==> config.mk <==
export PLATFORM = sky130hd
export DESIGN_NAME = tricorn_julia_escape_time_flat
export DESIGN_NICKNAME = d
export VERILOG_FILES = /design/src/tje_pkg.sv /design/src/tje_pix_if.sv /design/src/tje_res_if.sv /design/src/tje_mul.sv /design/src/tje_datapath.sv /design/src/tje_ctrl.sv /design/src/tricorn_julia_escape_time.sv /design/src/flat_wrapper.sv
export SDC_FILE = /design/constraint.sdc
export NUM_CORES = 2
export LEC_CHECK = 0
export BUFFER_PORTS_ARGS = -buffer_cell sky130_fd_sc_hd__buf_4
export CELL_PAD_IN_SITES_DETAIL_PLACEMENT = 1
export CELL_PAD_IN_SITES_GLOBAL_PLACEMENT = 2
export CORE_MARGIN = 2
export CORE_UTILIZATION = 46
export CTS_CLUSTER_SIZE = 14
export DETAILED_ROUTE_END_ITERATION = 8
export PLACE_DENSITY = 0.95
export RECOVER_POWER = 100
export SYNTH_ARGS = -nofsm -noshare
export SYNTH_HDL_FRONTEND = slang
export SYNTH_HIERARCHICAL = 1
export SYNTH_SLANG_ARGS = --single-unit
==> constraint.sdc <==
create_clock -name clk -period 24.6 [get_ports clk]
set_clock_uncertainty 0.05 [all_clocks]
set_input_delay 3.69 -clock clk [delete_from_list [all_inputs] [get_ports clk]]
set_output_delay 3.69 -clock clk [all_outputs]
set_load 0.05 [all_outputs]
==> src/tje_pkg.sv <==
// Shared types, constants and helpers of the tricorn Julia escape-time block.
// Has no dependencies; every other file of the block uses it.
package tje_pkg;

  localparam int FRAC_BITS   = 28;
  localparam int Z_W         = 32;
  localparam int PROD_W      = 64;
  localparam int MAG_W       = 36;
  localparam int PIX_W       = 10;
  localparam int OUT_COUNT_W = 16;
  localparam int CFG_W       = 32;
  localparam int CFG_IDX_W   = 3;

  // Escape threshold 4.0 in Q8.28.
  localparam logic [MAG_W-1:0] ESCAPE_MAG = 36'd4 << FRAC_BITS;

  localparam logic [15:0] MAX_ITER_RST = 16'd64;
  localparam logic [30:0] SCALE_RST    = 31'd262144;

  localparam logic signed [65:0] SAT_HI = 66'sd2147483647;
  localparam logic signed [65:0] SAT_LO = -66'sd2147483648;

  typedef enum logic [CFG_IDX_W-1:0] {
    CFG_MAX_ITER     = 3'd0,
    CFG_PIXEL_SCALE  = 3'd1,
    CFG_OFFSET_REAL  = 3'd2,
    CFG_OFFSET_IMAG  = 3'd3,
    CFG_C_REAL       = 3'd4,
    CFG_C_IMAG       = 3'd5
  } tje_cfg_idx_t;

  typedef struct packed {
    logic [15:0]        max_iterations;
    logic [30:0]        pixel_scale;
    logic signed [31:0] offset_real;
    logic signed [31:0] offset_imag;
    logic signed [30:0] c_real;
    logic signed [30:0] c_imag;
  } tje_cfg_t;

  typedef enum logic [2:0] {
    OP_DX_SCALE,
    OP_DY_SCALE,
    OP_RR,
    OP_II,
    OP_RI
  } tje_op_t;

  typedef enum logic [3:0] {
    ST_IDLE,
    ST_MAP_X,
    ST_MAP_Y,
    ST_MAP_I,
    ST_SQ_I,
    ST_CROSS,
    ST_UPDATE,
    ST_SQ_R,
    ST_DONE
  } tje_state_t;

  typedef struct packed {
    tje_op_t op_sel;
    logic    ld_pix;
    logic    ld_zr_map;
    logic    ld_zi_map;
    logic    ld_rr;
    logic    ld_ii_mag;
    logic    ld_z_upd;
    logic    clr_count;
    logic    ld_out;
  } tje_ctrl_t;

  // Clamp a wide signed value to the signed 32-bit Q4.28 range.
  function automatic logic signed [Z_W-1:0] sat32(input logic signed [65:0] v);
    logic signed [Z_W-1:0] r;
    if (v > SAT_HI) begin
      r = 32'sh7FFF_FFFF;
    end else if (v < SAT_LO) begin
      r = 32'sh8000_0000;
    end else begin
      r = $signed(v[Z_W-1:0]);
    end
    return r;
  endfunction

endpackage

==> src/tje_pix_if.sv <==
// Input channel of the escape-time block: one pixel coordinate per transfer.
// Depends on tje_pkg for the coordinate width.
interface tje_pix_if;
  logic                      valid;
  logic                      ready;
  logic [tje_pkg::PIX_W-1:0] pixel_x;
  logic [tje_pkg::PIX_W-1:0] pixel_y;

  modport source (output valid, output pixel_x, output pixel_y, input ready);
  modport sink   (input valid, input pixel_x, input pixel_y, output ready);
endinterface

==> src/tje_res_if.sv <==
// Result channel of the escape-time block: count, escape flag and final |z|^2.
// Depends on tje_pkg for the field widths.
interface tje_res_if;
  logic                            valid;
  logic                            ready;
  logic [tje_pkg::OUT_COUNT_W-1:0] iteration_count;
  logic                            escaped;
  logic [tje_pkg::MAG_W-1:0]       magnitude_squared;

  modport source (output valid, output iteration_count, output escaped,
                  output magnitude_squared, input ready);
  modport sink   (input valid, input iteration_count, input escaped,
                  input magnitude_squared, output ready);
endinterface

==> src/tje_mul.sv <==
// Shared signed 32 x 32 multiplier with a registered product.
// Depends on tje_pkg for the operand and product widths.
module tje_mul (
  input  logic                              clk,
  input  logic signed [tje_pkg::Z_W-1:0]    a,
  input  logic signed [tje_pkg::Z_W-1:0]    b,
  output logic signed [tje_pkg::PROD_W-1:0] product_r
);
  import tje_pkg::*;

  always_ff @(posedge clk) begin
    product_r <= a * b;
  end

endmodule

==> src/tje_datapath.sv <==
// Datapath: coordinate mapping, z registers, squares, update and escape test.
// Depends on tje_pkg and on tje_mul, the one multiplier that all steps share.
module tje_datapath #(
  parameter int IMAGE_SIZE  = 1024,
  parameter int COUNT_WIDTH = 16
) (
  input  logic                                clk,
  input  logic                                rst_n,
  input  tje_pkg::tje_cfg_t                   cfg,
  input  tje_pkg::tje_ctrl_t                  ctl,
  input  logic [tje_pkg::PIX_W-1:0]           pixel_x,
  input  logic [tje_pkg::PIX_W-1:0]           pixel_y,
  output logic                                finish,
  output logic [tje_pkg::OUT_COUNT_W-1:0]     iteration_count,
  output logic                                escaped,
  output logic [tje_pkg::MAG_W-1:0]           magnitude_squared
);
  import tje_pkg::*;

  localparam logic signed [Z_W-1:0] HALF = 32'(IMAGE_SIZE / 2);

  logic [PIX_W-1:0]           px_r, py_r;
  logic signed [Z_W-1:0]      zr_r, zi_r;
  logic signed [PROD_W-1:0]   rr_r, ii_r;
  logic [MAG_W-1:0]           mag_r;
  logic [COUNT_WIDTH-1:0]     count_r, limit;
  logic [OUT_COUNT_W-1:0]     iter_out_r;
  logic                       escaped_r;
  logic [MAG_W-1:0]           mag_out_r;

  logic signed [Z_W-1:0]      op_a, op_b, dx, dy;
  logic signed [PROD_W-1:0]   product_r;

  logic signed [49:0]         t_ext, t3, re_map;
  logic signed [65:0]         im_map, sq, neg_cross;
  logic signed [Z_W-1:0]      zr_map, zi_map, zr_new, zi_new;
  logic [PROD_W:0]            mag_sum;
  logic [MAG_W-1:0]           mag_now;

  tje_mul u_mul (
    .clk       (clk),
    .a         (op_a),
    .b         (op_b),
    .product_r (product_r)
  );

  assign dx = $signed(32'(px_r)) - HALF;
  assign dy = $signed(32'(py_r)) - HALF;

  always_comb begin
    case (ctl.op_sel)
      OP_DX_SCALE: begin
        op_a = dx;
        op_b = $signed({1'b0, cfg.pixel_scale});
      end
      OP_DY_SCALE: begin
        op_a = dy;
        op_b = $signed({1'b0, cfg.pixel_scale});
      end
      OP_RR: begin
        op_a = zr_r;
        op_b = zr_r;
      end
      OP_II: begin
        op_a = zi_r;
        op_b = zi_r;
      end
      OP_RI: begin
        op_a = zr_r;
        op_b = zi_r;
      end
      default: begin
        op_a = zr_r;
        op_b = zr_r;
      end
    endcase
  end

  // Start point: the real part is floor(-3t/2) - offset, t = (x - W/2) * scale.
  always_comb begin
    t_ext  = $signed(product_r[49:0]);
    t3     = -(t_ext + (t_ext <<< 1));
    re_map = (t3 >>> 1) - $signed({{18{cfg.offset_real[31]}}, cfg.offset_real});
    zr_map = sat32($signed({{16{re_map[49]}}, re_map}));
    im_map = $signed({{2{product_r[PROD_W-1]}}, product_r}) +
             $signed({{34{cfg.offset_imag[31]}}, cfg.offset_imag});
    zi_map = sat32(im_map);
  end

  // Map step: the product register holds zr*zi while rr_r and ii_r hold the squares.
  always_comb begin
    sq        = $signed({{2{rr_r[PROD_W-1]}}, rr_r}) - $signed({{2{ii_r[PROD_W-1]}}, ii_r});
    zr_new    = sat32((sq >>> FRAC_BITS) + $signed({{35{cfg.c_real[30]}}, cfg.c_real}));
    neg_cross = -$signed({{2{product_r[PROD_W-1]}}, product_r});
    zi_new    = sat32((neg_cross >>> (FRAC_BITS - 1)) +
                      $signed({{35{cfg.c_imag[30]}}, cfg.c_imag}));
  end

  // Escape test, valid while the product register holds zi^2.
  always_comb begin
    mag_sum = {1'b0, rr_r} + {1'b0, product_r};
    mag_now = mag_sum[PROD_W] ? {MAG_W{1'b1}} : mag_sum[MAG_W+FRAC_BITS-1:FRAC_BITS];
    limit   = COUNT_WIDTH'(cfg.max_iterations);
    finish  = (mag_now >= ESCAPE_MAG) || (count_r >= limit);
  end

  always_ff @(posedge clk) begin
    if (ctl.ld_pix) begin
      px_r <= pixel_x;
      py_r <= pixel_y;
    end
    if (ctl.ld_zr_map) begin
      zr_r <= zr_map;
    end else if (ctl.ld_z_upd) begin
      zr_r <= zr_new;
    end
    if (ctl.ld_zi_map) begin
      zi_r <= zi_map;
    end else if (ctl.ld_z_upd) begin
      zi_r <= zi_new;
    end
    if (ctl.ld_rr) begin
      rr_r <= product_r;
    end
    if (ctl.ld_ii_mag) begin
      ii_r  <= product_r;
      mag_r <= mag_now;
    end
    if (ctl.ld_out) begin
      iter_out_r <= OUT_COUNT_W'(count_r);
      escaped_r  <= (count_r < limit);
      mag_out_r  <= mag_r;
    end
  end

  always_ff @(posedge clk) begin
    if (!rst_n) begin
      count_r <= '0;
    end else if (ctl.clr_count) begin
      count_r <= '0;
    end else if (ctl.ld_z_upd) begin
      count_r <= count_r + 1'b1;
    end
  end

  assign iteration_count   = iter_out_r;
  assign escaped           = escaped_r;
  assign magnitude_squared = mag_out_r;

endmodule

==> src/tje_ctrl.sv <==
// Sequencer that steps the shared multiplier through mapping and map iterations.
// Depends on tje_pkg for the state, operation and control types.
module tje_ctrl (
  input  logic               clk,
  input  logic               rst_n,
  input  logic               in_valid,
  output logic               in_ready,
  output logic               out_valid,
  input  logic               out_ready,
  input  logic               finish,
  output tje_pkg::tje_ctrl_t ctl
);
  import tje_pkg::*;

  tje_state_t state_r, state_nxt;
  logic       out_valid_r, out_valid_nxt;

  always_ff @(posedge clk) begin
    if (!rst_n) begin
      state_r     <= ST_IDLE;
      out_valid_r <= 1'b0;
    end else begin
      state_r     <= state_nxt;
      out_valid_r <= out_valid_nxt;
    end
  end

  always_comb begin
    state_nxt     = state_r;
    ctl           = '0;
    ctl.op_sel    = OP_RR;
    in_ready      = 1'b0;
    out_valid_nxt = out_valid_r && !out_ready;
    case (state_r)
      ST_IDLE: begin
        in_ready   = 1'b1;
        ctl.ld_pix = in_valid;
        if (in_valid) begin
          state_nxt = ST_MAP_X;
        end
      end
      ST_MAP_X: begin
        ctl.op_sel = OP_DX_SCALE;
        state_nxt  = ST_MAP_Y;
      end
      ST_MAP_Y: begin
        ctl.op_sel    = OP_DY_SCALE;
        ctl.ld_zr_map = 1'b1;
        ctl.clr_count = 1'b1;
        state_nxt     = ST_MAP_I;
      end
      ST_MAP_I: begin
        ctl.op_sel    = OP_RR;
        ctl.ld_zi_map = 1'b1;
        state_nxt     = ST_SQ_I;
      end
      ST_SQ_R: begin
        ctl.op_sel = OP_RR;
        state_nxt  = ST_SQ_I;
      end
      ST_SQ_I: begin
        ctl.op_sel = OP_II;
        ctl.ld_rr  = 1'b1;
        state_nxt  = ST_CROSS;
      end
      ST_CROSS: begin
        ctl.op_sel    = OP_RI;
        ctl.ld_ii_mag = 1'b1;
        state_nxt     = finish ? ST_DONE : ST_UPDATE;
      end
      ST_UPDATE: begin
        ctl.ld_z_upd = 1'b1;
        state_nxt    = ST_SQ_R;
      end
      ST_DONE: begin
        // Wait here while the previous result has not been transferred.
        if (!out_valid_r || out_ready) begin
          ctl.ld_out    = 1'b1;
          out_valid_nxt = 1'b1;
          state_nxt     = ST_IDLE;
        end
      end
      default: begin
        state_nxt = ST_IDLE;
      end
    endcase
  end

  assign out_valid = out_valid_r;

  a_out_slot_free: assert property (@(posedge clk) disable iff (!rst_n)
    ctl.ld_out |-> (!out_valid_r || out_ready))
    else $error("result register loaded while holding an untransferred result");

  a_out_after_load: assert property (@(posedge clk) disable iff (!rst_n)
    ctl.ld_out |=> (out_valid_r && in_ready))
    else $error("result not presented or input not reopened after completion");

  a_accept_starts: assert property (@(posedge clk) disable iff (!rst_n)
    (in_valid && in_ready) |=> (state_r == ST_MAP_X && !in_ready))
    else $error("accepted pixel did not start the mapping sequence");

  a_loads_exclusive: assert property (@(posedge clk) disable iff (!rst_n)
    $onehot0({ctl.ld_out, ctl.ld_z_upd, ctl.ld_zr_map, ctl.ld_zi_map, ctl.ld_rr}))
    else $error("conflicting datapath load strobes");

endmodule

==> src/tricorn_julia_escape_time.sv <==
// Tricorn Julia escape-time evaluator, one pixel coordinate in, one result out.
// The input channel in_pix transfers (pixel_x, pixel_y); the result channel
// out_res transfers iteration_count, escaped and magnitude_squared (Q8.28).
// The configuration port writes one register per cycle with cfg_we high;
// cfg_index selects max_iterations, pixel_scale, offset_real, offset_imag,
// c_real or c_imag in that order. Write it only while no pixel is in flight.
// One signed 32 x 32 multiplier, registered, is shared by every step: the
// start point is mapped in ST_MAP_X, ST_MAP_Y and ST_MAP_I, and each map
// iteration runs zr^2, zi^2, zr*zi with the escape test, then the update.
// in_pix.ready is high only between pixels, so a new pixel is taken only
// after the last one has finished.
// The result sits in an output register; a new pixel is taken while it waits.
// If the receiver stalls, a finished pixel waits for the register to drain.
// Reset (rst_n low at a clock edge) returns to idle, drops a pending result
// and restores the register defaults (limit 64, scale 2^-10, c and offsets 0).
// Depends on tje_pkg, tje_pix_if, tje_res_if, tje_ctrl and tje_datapath.
module tricorn_julia_escape_time #(
  parameter int IMAGE_SIZE  = 1024,
  parameter int COUNT_WIDTH = 16
) (
  input  logic                            clk,
  input  logic                            rst_n,
  tje_pix_if.sink                         in_pix,
  tje_res_if.source                       out_res,
  input  logic                            cfg_we,
  input  logic [tje_pkg::CFG_IDX_W-1:0]   cfg_index,
  input  logic [tje_pkg::CFG_W-1:0]       cfg_wdata
);
  import tje_pkg::*;

  tje_cfg_t  cfg_r;
  tje_ctrl_t ctl;
  logic      finish;

  always_ff @(posedge clk) begin
    if (!rst_n) begin
      cfg_r.max_iterations <= MAX_ITER_RST;
      cfg_r.pixel_scale    <= SCALE_RST;
      cfg_r.offset_real    <= '0;
      cfg_r.offset_imag    <= '0;
      cfg_r.c_real         <= '0;
      cfg_r.c_imag         <= '0;
    end else if (cfg_we) begin
      case (cfg_index)
        CFG_MAX_ITER:    cfg_r.max_iterations <= cfg_wdata[15:0];
        CFG_PIXEL_SCALE: cfg_r.pixel_scale    <= cfg_wdata[30:0];
        CFG_OFFSET_REAL: cfg_r.offset_real    <= $signed(cfg_wdata);
        CFG_OFFSET_IMAG: cfg_r.offset_imag    <= $signed(cfg_wdata);
        CFG_C_REAL:      cfg_r.c_real         <= $signed(cfg_wdata[30:0]);
        CFG_C_IMAG:      cfg_r.c_imag         <= $signed(cfg_wdata[30:0]);
        default: begin
        end
      endcase
    end
  end

  tje_ctrl u_ctrl (
    .clk       (clk),
    .rst_n     (rst_n),
    .in_valid  (in_pix.valid),
    .in_ready  (in_pix.ready),
    .out_valid (out_res.valid),
    .out_ready (out_res.ready),
    .finish    (finish),
    .ctl       (ctl)
  );

  tje_datapath #(
    .IMAGE_SIZE  (IMAGE_SIZE),
    .COUNT_WIDTH (COUNT_WIDTH)
  ) u_datapath (
    .clk               (clk),
    .rst_n             (rst_n),
    .cfg               (cfg_r),
    .ctl               (ctl),
    .pixel_x           (in_pix.pixel_x),
    .pixel_y           (in_pix.pixel_y),
    .finish            (finish),
    .iteration_count   (out_res.iteration_count),
    .escaped           (out_res.escaped),
    .magnitude_squared (out_res.magnitude_squared)
  );

endmodule

==> src/flat_wrapper.sv <==
// flat-port wrapper written by rule: the top's interface ports become plain ports
module tricorn_julia_escape_time_flat import tje_pkg::*;
#(
  parameter int IMAGE_SIZE  = 1024,
  parameter int COUNT_WIDTH = 16
)
  (clk, rst_n, cfg_we, cfg_index, cfg_wdata, in_pix_valid, in_pix_pixel_x, in_pix_pixel_y, in_pix_ready, out_res_valid, out_res_iteration_count, out_res_escaped, out_res_magnitude_squared, out_res_ready);
  tje_pix_if in_pix_i ();
  tje_res_if out_res_i ();
  input  logic clk;
  input  logic rst_n;
  input  logic cfg_we;
  input  logic [tje_pkg::CFG_IDX_W-1:0] cfg_index;
  input  logic [tje_pkg::CFG_W-1:0] cfg_wdata;
  input wire logic [$bits(in_pix_i.valid)-1:0] in_pix_valid;
  input wire logic [$bits(in_pix_i.pixel_x)-1:0] in_pix_pixel_x;
  input wire logic [$bits(in_pix_i.pixel_y)-1:0] in_pix_pixel_y;
  output wire logic [$bits(in_pix_i.ready)-1:0] in_pix_ready;
  output wire logic [$bits(out_res_i.valid)-1:0] out_res_valid;
  output wire logic [$bits(out_res_i.iteration_count)-1:0] out_res_iteration_count;
  output wire logic [$bits(out_res_i.escaped)-1:0] out_res_escaped;
  output wire logic [$bits(out_res_i.magnitude_squared)-1:0] out_res_magnitude_squared;
  input wire logic [$bits(out_res_i.ready)-1:0] out_res_ready;
  assign in_pix_i.valid = in_pix_valid;
  assign in_pix_i.pixel_x = in_pix_pixel_x;
  assign in_pix_i.pixel_y = in_pix_pixel_y;
  assign in_pix_ready = in_pix_i.ready;
  assign out_res_valid = out_res_i.valid;
  assign out_res_iteration_count = out_res_i.iteration_count;
  assign out_res_escaped = out_res_i.escaped;
  assign out_res_magnitude_squared = out_res_i.magnitude_squared;
  assign out_res_i.ready = out_res_ready;
  tricorn_julia_escape_time #(.IMAGE_SIZE(IMAGE_SIZE), .COUNT_WIDTH(COUNT_WIDTH)) u_core (.clk(clk), .rst_n(rst_n), .in_pix(in_pix_i), .out_res(out_res_i), .cfg_we(cfg_we), .cfg_index(cfg_index), .cfg_wdata(cfg_wdata));
endmodule
* Yosys cells after proc, flatten, opt, wreduce, memory -nomap -nowiden
Index checks and enable logic that the tools add are counted.
Word-level totals: logic and storage cells 115, register bits 559, input bits 60, output and inout port bits 55
Operators by class: reductions and logical operators 21, equality and inequality tests 18, bitwise logic cells 1, $lt $le $gt $ge 11, $mul 1, muxes and demuxes 31, add/sub/neg operators 12
Operators with widths (count):
- 32-bit two-way mux | 12
- 32-bit one-hot mux with 3 select lines | 1
- 64-bit negation with 66-bit output | 1
- 64-bit by 32-bit adder with 65-bit output | 1
- 64-bit by 64-bit adder with 65-bit output | 1
- 65-bit by 32-bit greater-than comparator with 1-bit output, second input constant | 1
- 65-bit by 32-bit less-than comparator with 1-bit output, second input constant | 1
- 64-bit by 64-bit subtractor with 65-bit output | 1
- 32-bit by 32-bit multiplier with 64-bit output | 1
- 32-bit one-hot mux with 2 select lines | 1
- 50-bit adder | 1
- 50-bit by 32-bit greater-than comparator with 1-bit output, second input constant | 1
- 50-bit by 32-bit less-than comparator with 1-bit output, second input constant | 1
- 50-bit negation | 1
- 49-bit by 32-bit subtractor with 50-bit output | 1
- 39-bit by 31-bit adder with 40-bit output | 1
- 40-bit by 32-bit greater-than comparator with 1-bit output, second input constant | 1
- 40-bit by 32-bit less-than comparator with 1-bit output, second input constant | 1
- 37-bit by 31-bit adder with 38-bit output | 1
- 38-bit by 32-bit greater-than comparator with 1-bit output, second input constant | 1
- 38-bit by 32-bit less-than comparator with 1-bit output, second input constant | 1
- 36-bit by 31-bit >= comparator with 1-bit output, second input constant | 1
- 36-bit two-way mux | 1
- 4-bit one-hot mux with 8 select lines | 1
- other kinds (24) | 60

* Logic depth before layout (Yosys ltp)
word-level depth 7, gate-level depth with buffers 40, mapped depth without buffers 34

* Cells and area by module
Netlist, hierarchy kept.
Modules (own cells, without submodules):
- tje_mul | cells each 3981, seq. area each 1281.2 µm², instances 1, area each 37659.9 µm²
- tje_datapath | cells each 4089, seq. area each 9359.0 µm², instances 1, area each 34344.2 µm²
- tricorn_julia_escape_time | cells each 602, seq. area each 3463.3 µm², instances 1, area each 6236.0 µm²
- tje_ctrl | cells each 44, seq. area each 100.1 µm², instances 1, area each 382.9 µm²

* Least setup slack after synthesis
OpenSTA, ideal clock, no wires.
kind register to register, start point reg u_core.u_ctrl.state_r[0], end point reg u_core/u_datapath/u_mul/product_r[62] in the netlist's numbering, path buffers 4, required time 24.417 ns, arrival 9.568 ns, setup time 0.133 ns, cell stages (with the launch flop) 35, setup slack 14.849 ns, clock period less this slack 9.751 ns, cells stage by stage dfxtp_1 buf_2 nand2b_1 nor2_1 o21bai_1 clkbuf_1 clkbuf_1 o22a_1 o22ai_1 a21oi_1 clkbuf_1 nand2_1 inv_1 fa_1 fa_1 fa_1 fa_1 inv_1 fa_1 inv_1 fa_1 inv_1 fa_1 inv_1 fa_1 ha_1 a21o_1 a21o_1 a2111oi_0 o211ai_1 o211ai_2 nor2_2 o311ai_1 o311ai_1 xor2_1
RTL lines:
- start, declared | RTL line tje_ctrl.sv:15 | tje_state_t state_r, state_nxt;
- start signal, assigned | RTL line tje_ctrl.sv:23 | state_r <= state_nxt;
- end signal, assigned | RTL line tje_mul.sv:12 | product_r <= a * b;
- end, declared | RTL line tje_mul.sv:7 | output logic signed [tje_pkg::PROD_W-1:0] product_r

==> results <==
- The cell family contributing the most delay on the critical path is adder cells.
- The number of DRC violations after detailed routing is 0.
- The logic depth of the worst path, buffers included is 32.
- The number of detailed-routing iterations run before antenna repair is 5.
- The number of vias after detailed routing is 65,199.
- The number of buffers between clock root and the deepest sink is 3.
- The first global-routing pass estimated around 440,000 um of wire.
- For flop-to-flop paths, the worst setup slack is 8100 ps.
- The post-detailed-route wirelength per cell is 26.8 um.
- The total routed wire length on the met1 layer is 116,000 um.
- The total of warnings raised by yosys is 6.
- In this run the critical register-to-register path is captured at u_core/u_datapath/u_mul/product_r[62].
- The sequential area share after synthesis is 18.1%.
- The average size of a mapped cell is 9.02 um2.
- The endpoint of the worst hold path is u_core/u_datapath/magnitude_squared[16].
- The max-cap check violation count is 20.
- The detailed-routed wire length on met3 is 17,900 um.
- Setup repair after global routing left no endpoint under its margin.
- The critical path capture point type is a flip-flop.
- The cell type with the highest occurrence count on the critical path is sky130_fd_sc_hd__fa_1.
- The number of cells traversed by the worst hold path is 0.
- The hold violation total from the final report is 0.
- Counting flops with a built-in enable in the synthesized netlist gives 301.
- The total of cells resized after clock tree synthesis is 0.
- The detailed router's first-iteration violation count is 4,582.
- The worst setup path is launched from a flip-flop.
- The peak clock frequency supported by timing is 60.6 MHz.
- Clock latency on the worst-skew pair, taken at its later pin, is approximately 700 ps.
- The highest-delay cell along the critical path is sky130_fd_sc_hd__a2111oi_0.
- The post-layout minimum cycle time is 16,500 ps.
- The final reports fail on max-capacitance violations, max-slew violations.
- In this run the count of I/O pins placed on the die edge is around 120.
- By startpoint and endpoint, the worst setup path is classified as flip-flop to flip-flop.
- The remaining max-slew budget at the tightest pin is -163%.
- The final weighted congestion in routability-driven placement is 0.999.
- The top routing layer in use is met5.
- The total number of placement rows is 151.
- Clock tree synthesis inserted a total of 72 buffers.
- The endpoint arrival time on the critical path is around 17,000 ps.
- Summed over all layers, the routed wires come to 293,000 um.
- Counting every sink on the clock net gives 559.
- The startpoint identified for the worst hold timing path is u_core/u_datapath/mag_r[16].
- The placeable core area is 170,000 um2.
- Entering global routing, the biggest net connects 79 pins.
- Summed over all nets, wire length on met2 after detailed routing comes to ~140,000 um.
- Setup violations remaining at the end of the flow were counted as 0.
- Post-CTS timing repair inserted 0 buffers for setup.
- Data on the critical path is required at its endpoint by 25,170 ps.
- The final layout contains 10,393 nets.
- The flow ran to the end, but the final reports show violations.
- The worst hold path belongs to the class flip-flop to flip-flop.
- Relative to the synthesized area, the layout overhead comes to 6.78%.
- The initial antenna violation count is 10.
- The via count of the first global-routing pass is 71,423.
- The max-slew violation count is 770.
- The final critical path takes up 67.1% of the cycle.
- During placement, the flow inserted port buffers numbering 114.
- For this configuration, the core starts out at a cell density of 46.3%.
- The clock tree from TritonCTS is built.
- In this run the critical register-to-register path is launched from u_core/u_ctrl/state_r[2].
- The die is between 400 and 500 um tall.
- The number of buffers and inverters on the critical path is 8.
- The die width is 417 um.
- The cell count of the worst reg-to-reg path is 32.
- The deepest level of the CTS H-tree is 3.
- Along the worst path, the maximum fanout reaches 56.
- The overall routing resource usage is 33.8%.
- In this design, the stage delay of the slowest critical-path cell is about 1900 ps.
- The die covers 174,000 um2.
- Summing every instance area after synthesis gives 78,600 um2.
- In the final layout, the share of cells above drive strength 1 is ~4.8%.
- The flop and latch count out of synthesis is 559.
- The start point of the critical path is u_core/u_ctrl/state_r[2].
- The number of library cell types mapped by synthesis is approximately 120.
- The number of nets handed over by synthesis was 10,476.
- The actual transition at the worst max-transition pin is 3940 ps.
- The total congestion overflow is 0.
- The via density per instance is between 5 and 6.
- The final antenna-violating net count is 0.
- Counting flops with an async set or reset pin after synthesis yields a share of 0%.
- Hold repair after CTS inserted 0 buffers.
- The root buffer cell is sky130_fd_sc_hd__clkbuf_16.
- The setup TNS after final layout is 0 ps.
- After clock tree synthesis, the clock-pin slew on the worst setup and hold paths is 60 ps.
- The post-synthesis instance total is approximately 8,700.
- The most frequently used flop master after synthesis is sky130_fd_sc_hd__edfxtp_1.
- The wire-length estimate of the detail-placed layout is 233,000 um.
==> worst register-to-register path: cells and delay by family (launching register included) <==
kind	cells	cell delay, ps
and+or+nand+nor	8	3200
adders and majority gates	9	4950
DFF	1	610
AOI/OAI and AO/OA	5	2900
buffers and inverters	8	4390
xor gates and xnor gates	2	320
==> state kept, by name (all words and copies together) (netlist names) <==
signal                               count
u_core/u_datapath/py_r                  10
u_core/u_datapath/px_r                  10
u_core/u_datapath/count_r               16
u_core/cfg_r                           173
u_core/u_ctrl/state_r                    4
u_core/u_ctrl/out_valid                  1
u_core/u_datapath/mag_r                 36
u_core/u_datapath/ii_r                  64
u_core/u_datapath/iteration_count       16
u_core/u_datapath/rr_r                  64
u_core/u_datapath/zi_r                  32
u_core/u_datapath/escaped                1
u_core/u_datapath/u_mul/product_r       64
u_core/u_datapath/magnitude_squared     36
u_core/u_datapath/zr_r                  32
==> per-stage QoR <==
| stage | worst slack (ps) | util, % | instances | area, um2 | hold WS, ps |
|---|---|---|---|---|---|
| after detailed placement | 12260 | 48.4 | 10777 | 82000 | 358 |
| after floorplan | 14850 | - | 8716 | 78600 | 350 |
| after global routing | 7160 | 49.5 | 10908 | 83900 | 375 |
| final | 8100 | 49.5 | 10912 | 84000 | 371 |
| after global placement | 12860 | 48.4 | 10777 | 82000 | 358 |
| after CTS | 12210 | 49.8 | 10908 | 84500 | 372 |
==> cell usage after synthesis, drive strengths merged (23+ instances only) <==
library cell	count	area [um2]
inv	1311	4920
fa	1086	21700
nand2	1069	4020
ha	614	7680
and2	543	3400
a21oi	495	2530
clkbuf	333	1250
nor2	327	1230
edfxtp	301	9040
o21ai	270	1370
dfxtp	258	5160
xnor2	242	2120
a21o	235	1760
mux2i	191	1910
xor2	138	1210
nand4	127	795
nand3	109	551
a31oi	91	576
nor3	87	445
o22ai	74	463
nand2b	71	444
buf	64	395
o21a	64	480
o21bai	64	480
nor2b	46	288
a211oi	44	360
and3	44	277
nor4	33	267
or3	33	216
o211ai	28	234
and4	23	201
==> cell type report <==
cell class / count / area, um2
sequential: 559 / 14200
timing repair buffer: 240 / 1430
fill: 19620 / 85700
tap: 2218 / 2780
inverter: 1311 / 4920
antenna: 4 / 10.0
clock buffer: 100 / 2070
multi-input combinational: 6449 / 58200
clock inverter: 31 / 378
==> cell families after synthesis <==
logic type,Yosys count,share of synthesized area [%]
compound gates,1589,13.2
xor+xnor,380,4.23
fa+ha+maj,1700,37.4
buf+inv,1708,8.36
flops,559,18.1
mux,195,2.49
simple gates,2585,16.2
==> placed cells by master (no fill, tap or decap), types with 48 or more instances in the layout <==
| master | instances |
|---|---|
| sky130_fd_sc_hd__a31oi_1 | 91 |
| sky130_fd_sc_hd__o21ai_0 | 249 |
| sky130_fd_sc_hd__xnor2_1 | 242 |
| sky130_fd_sc_hd__o22ai_1 | 74 |
| sky130_fd_sc_hd__nand4_1 | 127 |
| sky130_fd_sc_hd__xor2_1 | 138 |
| sky130_fd_sc_hd__clkbuf_16 | 75 |
| sky130_fd_sc_hd__clkbuf_1 | 113 |
| sky130_fd_sc_hd__nand2_1 | 1067 |
| sky130_fd_sc_hd__nand2b_1 | 71 |
| sky130_fd_sc_hd__inv_1 | 1311 |
| sky130_fd_sc_hd__fa_1 | 1086 |
| sky130_fd_sc_hd__and2_1 | 535 |
| sky130_fd_sc_hd__nand3_1 | 108 |
| sky130_fd_sc_hd__edfxtp_1 | 301 |
| sky130_fd_sc_hd__buf_4 | 121 |
| sky130_fd_sc_hd__dfxtp_1 | 258 |
| sky130_fd_sc_hd__o21a_1 | 64 |
| sky130_fd_sc_hd__a21oi_2 | 48 |
| sky130_fd_sc_hd__nor2_1 | 324 |
| sky130_fd_sc_hd__a21o_1 | 235 |
| sky130_fd_sc_hd__o21bai_1 | 63 |
| sky130_fd_sc_hd__ha_1 | 614 |
| sky130_fd_sc_hd__a21oi_1 | 433 |
| sky130_fd_sc_hd__nor3_1 | 84 |
| sky130_fd_sc_hd__mux2i_1 | 191 |
==> worst max path at each step <==
| stage | endpoint | slack (ps) |
|---|---|---|
| 6_report | u_core/u_datapath/u_mul/product_r[62] | 8100 |
| 4_1_cts | u_core/u_datapath/u_mul/product_r[62] | 12210 |
| 3_3_place_gp | u_core/u_datapath/u_mul/product_r[62] | 12860 |
| 3_5_place_dp | u_core/u_datapath/u_mul/product_r[62] | 12260 |
| 2_1_floorplan | u_core/u_datapath/u_mul/product_r[62] | 14850 |
| 5_1_grt | u_core/u_datapath/u_mul/product_r[62] | 7160 |
==> metal layers <==
layer | global-route usage, % | up-vias
met2 | 54.8 | 2281
met4 | 23.0 | 8
met3 | 4.93 | 793
li1 | - | 28522
met5 | 0 | -
met1 | 41.7 | 33595
Power is not shown: default switching activity piles up to over one toggle a cycle in this logic, so the estimate is an artifact.
